<file path="config.mk">
export PLATFORM = sky130hd
export DESIGN_NAME = positional_insert_array_top
export DESIGN_NICKNAME = d
export VERILOG_FILES = /design/src/pia_pkg.sv /design/src/pia_store.sv /design/src/positional_insert_array_top.sv
export SDC_FILE = /design/constraint.sdc
export NUM_CORES = 2
export LEC_CHECK = 0
export BUFFER_PORTS_ARGS = -buffer_cell sky130_fd_sc_hd__buf_2
export CAP_MARGIN = 20
export CORE_MARGIN = 3
export CORE_UTILIZATION = 65
export CTS_CLUSTER_DIAMETER = 30
export DETAILED_ROUTE_END_ITERATION = 12
export GPL_TIMING_DRIVEN = 1
export MAX_ROUTING_LAYER = met4
export PLACE_DENSITY = 0.93
export SLEW_MARGIN = 40
export SYNTH_ARGS = -nofsm -noshare
export SYNTH_HDL_FRONTEND = slang
export SYNTH_SLANG_ARGS = --single-unit
</file>
<file path="constraint.sdc">
create_clock -name clk -period 7.6 [get_ports clk]
set_input_delay 0 -clock clk [delete_from_list [all_inputs] [get_ports clk]]
set_output_delay 0 -clock clk [all_outputs]
set_load 0.01 [all_outputs]
</file>
<file path="src/pia_pkg.sv">
// Package with types and constants of the positional insert array.
package pia_pkg;

  // Default number of entries in the element store.
  localparam int unsigned CAPACITY_DEF = 64;

  // Fixed field widths.
  localparam int unsigned POS_W    = 7;
  localparam int unsigned VAL_W    = 32;
  localparam int unsigned STAT_W   = 3;
  localparam int unsigned IN_TD_W  = 40;
  localparam int unsigned OUT_TD_W = 40;

  // Input kinds carried on tuser.
  localparam logic CMD_INSERT = 1'b0;
  localparam logic CMD_LIST   = 1'b1;

  // Result status codes.
  typedef enum logic [STAT_W-1:0] {
    STAT_ELEMENT  = 3'd0,
    STAT_EMPTY    = 3'd1,
    STAT_INSERTED = 3'd2,
    STAT_BADPOS   = 3'd3,
    STAT_FULL     = 3'd4
  } pia_status_t;

  // Sequencer states.
  typedef enum logic [2:0] {
    S_IDLE,
    S_CHECK,
    S_SHIFT_RD,
    S_SHIFT_WR,
    S_WRITE,
    S_RESP,
    S_LIST_RD,
    S_LIST_OUT
  } pia_state_t;

endpackage

</file>
<file path="src/pia_store.sv">
// Element store: one write port and one read port with registered read data.
module pia_store #(
  parameter int unsigned DEPTH = pia_pkg::CAPACITY_DEF,
  parameter int unsigned AW    = $clog2(DEPTH)
) (
  input  logic                     clk,
  input  logic                     we,
  input  logic [AW-1:0]            waddr,
  input  logic [pia_pkg::VAL_W-1:0] wdata,
  input  logic                     re,
  input  logic [AW-1:0]            raddr,
  output logic [pia_pkg::VAL_W-1:0] rdata
);
  import pia_pkg::*;

  logic [VAL_W-1:0] mem [DEPTH];
  logic [VAL_W-1:0] rdata_r;

  // Write port.
  always_ff @(posedge clk) begin
    if (we) begin
      mem[waddr] <= wdata;
    end
  end

  // Read port; the data holds until the next enabled read.
  always_ff @(posedge clk) begin
    if (re) begin
      rdata_r <= mem[raddr];
    end
  end

  assign rdata = rdata_r;

endmodule

</file>
<file path="src/positional_insert_array_top.sv">
// Top level of the positional insert array: sequencer, count and result register.
// Insert that goes in: the entries from the position upward move up one place, top first;
// the store moves one entry at a time (read, then write back), then takes the new value.
// Rejected insert or empty listing: one status word. Listing: each element read, then sent.
// One word is worked at a time; in_tready is high only while the sequencer idles.
// Synchronous active-low reset empties the store (count 0); no clearing pass.
module positional_insert_array_top #(
  parameter int unsigned CAPACITY = pia_pkg::CAPACITY_DEF
) (
  input  logic                         clk,
  input  logic                         rst_n,
  // Input channel. tdata: position [6:0], value [38:7], zero [39]. tuser: cmd.
  input  logic                         in_tvalid,
  output logic                         in_tready,
  input  logic [pia_pkg::IN_TD_W-1:0]  in_tdata,
  input  logic                         in_tuser,
  // Result channel. tdata: status [2:0], element [34:3], zero [39:35].
  output logic                         out_tvalid,
  input  logic                         out_tready,
  output logic [pia_pkg::OUT_TD_W-1:0] out_tdata,
  output logic                         out_tlast
);
  import pia_pkg::*;

  localparam int unsigned AW = $clog2(CAPACITY);
  localparam int unsigned CW = $clog2(CAPACITY + 1);

  pia_state_t        state_r, state_nxt;
  logic [CW-1:0]     count_r, count_nxt;
  logic [CW-1:0]     idx_r, idx_nxt;
  logic              cmd_r;
  logic [POS_W-1:0]  pos_r;
  logic [VAL_W-1:0]  val_r;

  logic              out_valid_r, out_valid_nxt;
  pia_status_t       out_status_r, out_status_nxt;
  logic [VAL_W-1:0]  out_elem_r, out_elem_nxt;
  logic              out_last_r, out_last_nxt;
  pia_status_t       resp_r, resp_nxt;

  logic              mem_we, mem_re;
  logic [AW-1:0]     mem_waddr, mem_raddr;
  logic [VAL_W-1:0]  mem_wdata, mem_rdata;

  logic              in_acc;
  logic              out_free;
  logic [CW-1:0]     idx_dec;

  assign in_acc   = in_tvalid && in_tready;
  assign out_free = !out_valid_r || out_tready;
  assign idx_dec  = idx_r - CW'(1);

  pia_store #(
    .DEPTH (CAPACITY),
    .AW    (AW)
  ) u_store (
    .clk   (clk),
    .we    (mem_we),
    .waddr (mem_waddr),
    .wdata (mem_wdata),
    .re    (mem_re),
    .raddr (mem_raddr),
    .rdata (mem_rdata)
  );

  // Capture the accepted word.
  always_ff @(posedge clk) begin
    if (in_acc) begin
      cmd_r <= in_tuser;
      pos_r <= in_tdata[POS_W-1:0];
      val_r <= in_tdata[POS_W +: VAL_W];
    end
  end

  // Control state.
  always_ff @(posedge clk) begin
    if (!rst_n) begin
      state_r     <= S_IDLE;
      count_r     <= '0;
      idx_r       <= '0;
      out_valid_r <= 1'b0;
      resp_r      <= STAT_INSERTED;
    end else begin
      state_r     <= state_nxt;
      count_r     <= count_nxt;
      idx_r       <= idx_nxt;
      out_valid_r <= out_valid_nxt;
      resp_r      <= resp_nxt;
    end
  end

  // Result payload register.
  always_ff @(posedge clk) begin
    out_status_r <= out_status_nxt;
    out_elem_r   <= out_elem_nxt;
    out_last_r   <= out_last_nxt;
  end

  // Sequencer: next state, store port and result register loads.
  always_comb begin
    state_nxt      = state_r;
    count_nxt      = count_r;
    idx_nxt        = idx_r;
    resp_nxt       = resp_r;
    out_valid_nxt  = out_valid_r && !out_tready;
    out_status_nxt = out_status_r;
    out_elem_nxt   = out_elem_r;
    out_last_nxt   = out_last_r;
    mem_we         = 1'b0;
    mem_waddr      = idx_r[AW-1:0];
    mem_wdata      = mem_rdata;
    mem_re         = 1'b0;
    mem_raddr      = idx_r[AW-1:0];
    in_tready      = 1'b0;

    unique case (state_r)
      S_IDLE: begin
        in_tready = 1'b1;
        if (in_tvalid) begin
          state_nxt = S_CHECK;
        end
      end

      S_CHECK: begin
        if (cmd_r == CMD_LIST) begin
          idx_nxt = '0;
          if (count_r == '0) begin
            resp_nxt  = STAT_EMPTY;
            state_nxt = S_RESP;
          end else begin
            state_nxt = S_LIST_RD;
          end
        end else if (pos_r > POS_W'(count_r)) begin
          resp_nxt  = STAT_BADPOS;
          state_nxt = S_RESP;
        end else if (count_r == CW'(CAPACITY)) begin
          resp_nxt  = STAT_FULL;
          state_nxt = S_RESP;
        end else begin
          idx_nxt = count_r;
          if (POS_W'(count_r) > pos_r) begin
            state_nxt = S_SHIFT_RD;
          end else begin
            state_nxt = S_WRITE;
          end
        end
      end

      // Fetch the entry just below the current slot.
      S_SHIFT_RD: begin
        mem_re    = 1'b1;
        mem_raddr = idx_dec[AW-1:0];
        state_nxt = S_SHIFT_WR;
      end

      // Move it up one place and step down.
      S_SHIFT_WR: begin
        mem_we    = 1'b1;
        mem_waddr = idx_r[AW-1:0];
        mem_wdata = mem_rdata;
        idx_nxt   = idx_dec;
        if (POS_W'(idx_dec) > pos_r) begin
          state_nxt = S_SHIFT_RD;
        end else begin
          state_nxt = S_WRITE;
        end
      end

      S_WRITE: begin
        mem_we    = 1'b1;
        mem_waddr = pos_r[AW-1:0];
        mem_wdata = val_r;
        count_nxt = count_r + CW'(1);
        resp_nxt  = STAT_INSERTED;
        state_nxt = S_RESP;
      end

      // Single status word for an insert or an empty listing.
      S_RESP: begin
        if (out_free) begin
          out_valid_nxt  = 1'b1;
          out_status_nxt = resp_r;
          out_elem_nxt   = '0;
          out_last_nxt   = 1'b1;
          state_nxt      = S_IDLE;
        end
      end

      S_LIST_RD: begin
        mem_re    = 1'b1;
        mem_raddr = idx_r[AW-1:0];
        state_nxt = S_LIST_OUT;
      end

      S_LIST_OUT: begin
        if (out_free) begin
          out_valid_nxt  = 1'b1;
          out_status_nxt = STAT_ELEMENT;
          out_elem_nxt   = mem_rdata;
          out_last_nxt   = (idx_r + CW'(1)) == count_r;
          idx_nxt        = idx_r + CW'(1);
          if ((idx_r + CW'(1)) == count_r) begin
            state_nxt = S_IDLE;
          end else begin
            state_nxt = S_LIST_RD;
          end
        end
      end

      default: begin
        state_nxt = S_IDLE;
      end
    endcase
  end

  // Output ports.
  assign out_tvalid = out_valid_r;
  assign out_tdata  = {(OUT_TD_W - STAT_W - VAL_W)'(0), out_elem_r, out_status_r};
  assign out_tlast  = out_last_r;

endmodule

</file>
==> impl_metrics.json, run 1 <==
{
  "hpwl_um": 151000,
  "std_cell_rows": 140,
  "grtUsageTotal": 0.636,
  "postSynthCellCount": 5760,
  "syn-cell-area_sq_mm": 0.0959,
  "cts_sinks": 2177,
  "floorplan.initialDensity": 0.657,
  "gr_ovfl_total": 68,
  "synth.yosys.warnings": 0,
  "place.detailed.instances": 7459,
  "post_synth_num_cell_types": 59,
  "grt_antenna_before_repair": 46,
  "post_cts_sizing_count": 0,
  "synth.yosys.seq_area_share": 0.679,
  "synth-seq-cells": 2177,
  "die_x_um": 390,
  "gp_congestion": 0.939,
  "flow.first_error": "[ERROR GRT-0232] Routing congestion too high. Check the congestion heatmap in the GUI.",
  "cts_made_buffers": 368,
  "cts-root-to-sink-buffers": 4,
  "outcome": "aborted with a tool error",
  "cts_root_buffer": "clkbuf_16",
  "stop_stage": "global routing (5_1_grt)",
  "avgSynthCellArea_sq_um": 16.7,
  "maximum_number_of_pins_on_one_net_before_global_route_repair": 215,
  "io_pins": 88,
  "ctsHtreeMaxLevel": 5,
  "port-buffer-count": 81,
  "number_of_flops_mapped_to_enable_cells_by_yosys": 2156,
  "chipHeight_um": 390,
  "ys_dominant_reg_cell": "edfxtp_1",
  "asr_flop_ratio_synth": 0
}
==> synthesized netlist by cell type, drive strengths merged (8+ instances only) <==
cell,instances,area (sq um)
dfxtp,21,420
a31oi,12,75.1
inv,17,63.8
and2,39,244
nor3,10,50.1
a21oi,140,704
o221ai,635,5560
o21ai,18,90.1
xor2,8,70.1
a211oi,130,976
buf,268,1420
nor2,95,357
edfxtp,2156,64700
xnor2,15,131
o22ai,258,1610
nand3,20,100
mux4,257,5790
clkbuf,241,905
nor4,160,1030
o31ai,10,75.1
nand2,144,543
ha,18,225
mux2i,1025,10300
==> kinds of logic after synthesis <==
| family | Yosys count | synth area share |
|---|---|---|
| DFF | 2177 | 0.679 |
| muxes | 1283 | 0.167 |
| AOI/OAI and AO/OA | 1233 | 0.0974 |
| buffers and inverters | 527 | 0.0250 |
| and+or+nand+nor | 498 | 0.0264 |
| xor gates and xnor gates | 23 | 0.00210 |
| adders and majority gates | 18 | 0.00235 |
| other | 1 | 0.0000391 |
==> metrics by stage <==
stage | area [sq um] | setup slack, ns | hold WS [ns] | utilization
after CTS | 113000 | 1.92 | 0.0143 | 0.775
after floorplan | 95900 | 3.79 | 0.0989 | -
after detailed placement | 99900 | 2.20 | 0.179 | 0.684
after global placement | 98800 | 2.24 | 0.180 | 0.676
==> routing by layer <==
layer,global-route usage,overflow
met1,0.622,0
met2,0.772,25
met3,0.517,4
met4,0.566,39
met5,-,-
==> repair_timing <==
item                       4_1_cts
setup buffers                    0
hold endpoints to repair       114
setup endpoints to repair        0
hold buffers                    85
==> run 2, diff against run 1 <==
CORE_UTILIZATION = 40   (was 65)
CTS_CLUSTER_DIAMETER = not set   (was 30)
MAX_ROUTING_LAYER = not set   (was met4)
PLACE_DENSITY = not set   (was 0.93)
PLACE_DENSITY_LB_ADDON = 0.15   (was not set)
==> impl_metrics.json, run 2 <==
{
  "critical_path.startpoint_type": "register",
  "overall_die_area_sq_mm": 0.246,
  "std_cell_rows": 179,
  "hold_critical_path_depth": 3,
  "routed_wire_length_um": 290000,
  "drt-pass1-iter-count": 5,
  "layout_worst_path_cycle_share": 0.661,
  "drive_gt1_frac": 0.178,
  "path_depth": 10,
  "maximum_number_of_pins_on_one_net_before_global_route_repair": 165,
  "grtUsageTotal": 0.231,
  "critical_path_arrival_ns": 5.73,
  "gp_congestion": 0.823,
  "clk_transition_reported_paths_ns": 0.06,
  "core-area_sq_mm": 0.238,
  "mostFrequentLayoutCells": "2156 x edfxtp_1, 1025 x mux2i_1, 635 x o221ai_1, 258 x o22ai_1, 257 x mux4_2",
  "maximum_capacitance_violations": 0,
  "netlist_top_cells_area": "edfxtp_1 67%, mux2i_1 11%, mux4_2 6.0%",
  "setup-tns-final_ns": 0,
  "place_ws_ns": 2.63,
  "finalNetCount": 5933,
  "max_reg_flops": 2048,
  "io_pins": 88,
  "synth-seq-cells": 2177,
  "post_synth_num_cell_types": 59,
  "worstPathCellList": "inv_1, ha_4, nor3_1, a21oi_4, buf_12, buf_4, o22ai_1, a211oi_1, nor4_4, nor4_1",
  "most_common_cell_after_layout_fill_and_taps_aside": "edfxtp_1",
  "synth.yosys.warnings": 0,
  "synth.top_cells.by_count": "2156 x edfxtp_1, 1025 x mux2i_1, 635 x o221ai_1, 258 x o22ai_1, 257 x mux4_2",
  "timing.final.max_slew_violations": 0,
  "cp_data_required_time_ns": 8.31,
  "critical-path-slowest-cell": "dfxtp_4",
  "power-per-cell-area_mw_per_mm2": 247,
  "cell_type_contributing_the_most_total_cell_area_after_synthesis": "edfxtp_1",
  "grt_pass1_vias": 57400,
  "final_worst_clock_skew_ns": 0.0394,
  "clkLatencyLatePin_ns": 0.88,
  "timing_worst_setup_path_type": "reg2reg",
  "die_x_um": 496,
  "setup_slack_ns": 2.58,
  "avgSynthCellArea_sq_um": 16.7,
  "ctsHtreeMaxLevel": 4,
  "synth.yosys.seq_area_share": 0.679,
  "critPathMaxFanout": 114,
  "post-route-drc-count": 0,
  "multi_input_area_sq_mm": 0.0300,
  "gr_ovfl_total": 0,
  "ff_latch_area_sq_mm": 0.0652,
  "area_delta_synth_final_pct": 14.3,
  "yosys.cell_count.top_type": "edfxtp_1",
  "max_stage_delay_on_crit_path_ns": 0.88,
  "cts_root_buffer": "clkbuf_16",
  "grt_first_pass_wirelength_um": 414000,
  "timing.reg2reg.worst_path_depth": 10,
  "drc_marker_count_from_the_first_detailed_route_iteration": 5901,
  "nFillCells": 20400,
  "cts_tree": "yes",
  "worst_setup_path_end_kind": "register",
  "cts-root-to-sink-buffers": 3,
  "setup_violations": 0,
  "chipHeight_um": 496,
  "floorplan.initialDensity": 0.403,
  "final.min_clock_period_ns": 5.02,
  "cts_sinks": 2177,
  "hold_viol_final": 0,
  "setup_repair_after_global_routing_missed_its_margin": "no",
  "worst_ir_drop_vdd_uv": 224,
  "asr_flop_ratio_synth": 0,
  "largest-register": "u_store.mem",
  "port-buffer-count": 81,
  "timing.critical_path.buf_inv": 3,
  "leakagePower_nw": 32.2,
  "cts_made_buffers": 225,
  "path_delay_family": "buffers and inverters",
  "hpwl_um": 155000,
  "postSynthCellCount": 5760,
  "fmax_mhz": 199,
  "worst_pin_slew_ns": 0.931,
  "number_of_flops_mapped_to_enable_cells_by_yosys": 2156,
  "ant_nets": 0,
  "dr_total_vias": 58100,
  "syn-cell-area_sq_mm": 0.0959,
  "synth_top_area_frac": 0.675,
  "timing.slew.headroom": 0.374,
  "outcome": "finished, final reports clean",
  "grt_antenna_before_repair": 12,
  "wl_per_cell_um": 31.5,
  "class_of_the_most_critical_hold_timing_path": "in2reg",
  "ys_dominant_reg_cell": "edfxtp_1",
  "detailed_route_vias_per_instance": 6.31
}
==> run 2: cell counts after synthesis <==
No cell type changed its count.
==> run 2: cells by family after synthesis <==
family	share of synthesized area
buffers and inverters	0.0250
other	0.0000391
DFF	0.679
adders and majority gates	0.00235
muxes	0.167
xor gates and xnor gates	0.00210
AOI/OAI and AO/OA	0.0974
and+or+nand+nor	0.0264
==> run 2: power by group <==
group	internal [W]	switching, W
Sequential	0.0135	0.0000578
Clock	0.00584	0.00456
Combinational	0.00109	0.00206
Total	0.0204	0.00668
==> run 2: cell type report <==
cell class              count  share of cell area
flip-flops and latches   2177               0.595
multi-input cells        3060               0.273
clock buffers             278              0.0540
well taps                3167              0.0362
repair buffers            388              0.0327
clock inverters           121             0.00837
inverters                  18            0.000685
diodes                      6            0.000137
==> run 2: path summary, 6_finish.rpt <==
| path | slack [ns] | from | end |
|---|---|---|---|
| worst max-delay path | 2.58 | idx_r[1]$_SDFFE_PN0P_ | u_store.rdata[24]$_DFFE_PP_ |
| worst min-delay path | 0.33 | in_tvalid | pos_r[4]$_DFFE_PP_ |
| worst max register to register | 2.58 | idx_r[1]$_SDFFE_PN0P_ | u_store.rdata[24]$_DFFE_PP_ |
| worst min register to register | 0.48 | resp_r[0]$_SDFFE_PN0P_ | resp_r[0]$_SDFFE_PN0P_ |
==> run 2: worst reg2reg max path, delay by kind of cell (launching register included) <==
family / cells / cell delay [ns]
buffers and inverters: 3 / 1.58
and+or+nand+nor: 3 / 0.63
AOI/OAI and AO/OA: 3 / 0.93
adders and majority gates: 1 / 0.84
DFF: 1 / 0.88
==> run 2: timing repair <==
action	in CTS	in global routing
resized for setup	0	0
setup buffers	0	0
hold endpoints to repair	137	0
hold buffers	88	0
==> run 2: per-layer routing <==
| metal | GRT usage | routed length, um | vias up |
|---|---|---|---|
| met5 | 0 | 26 | - |
| met4 | 0.0701 | 8530 | 4 |
| met3 | 0.0392 | 20800 | 424 |
| met2 | 0.373 | 136000 | 2207 |
| met1 | 0.322 | 125000 | 30800 |
| li1 | - | - | 24700 |
==> run 2: stage by stage <==
stage          cells  hold WS [ns]  utilization  total power, W  instance area (sq um)
2_1_floorplan   5764        0.0989            -          0.0157                  95900
3_3_place_gp    8706         0.180        0.423          0.0168                 101000
3_5_place_dp    8715         0.179        0.427          0.0169                 102000
4_1_cts         9202         0.268        0.459          0.0273                 109000
5_1_grt         9211         0.349        0.460          0.0279                 110000
6_report        9215         0.330        0.460          0.0271                 110000
Power figures use the tool's default switching activity.
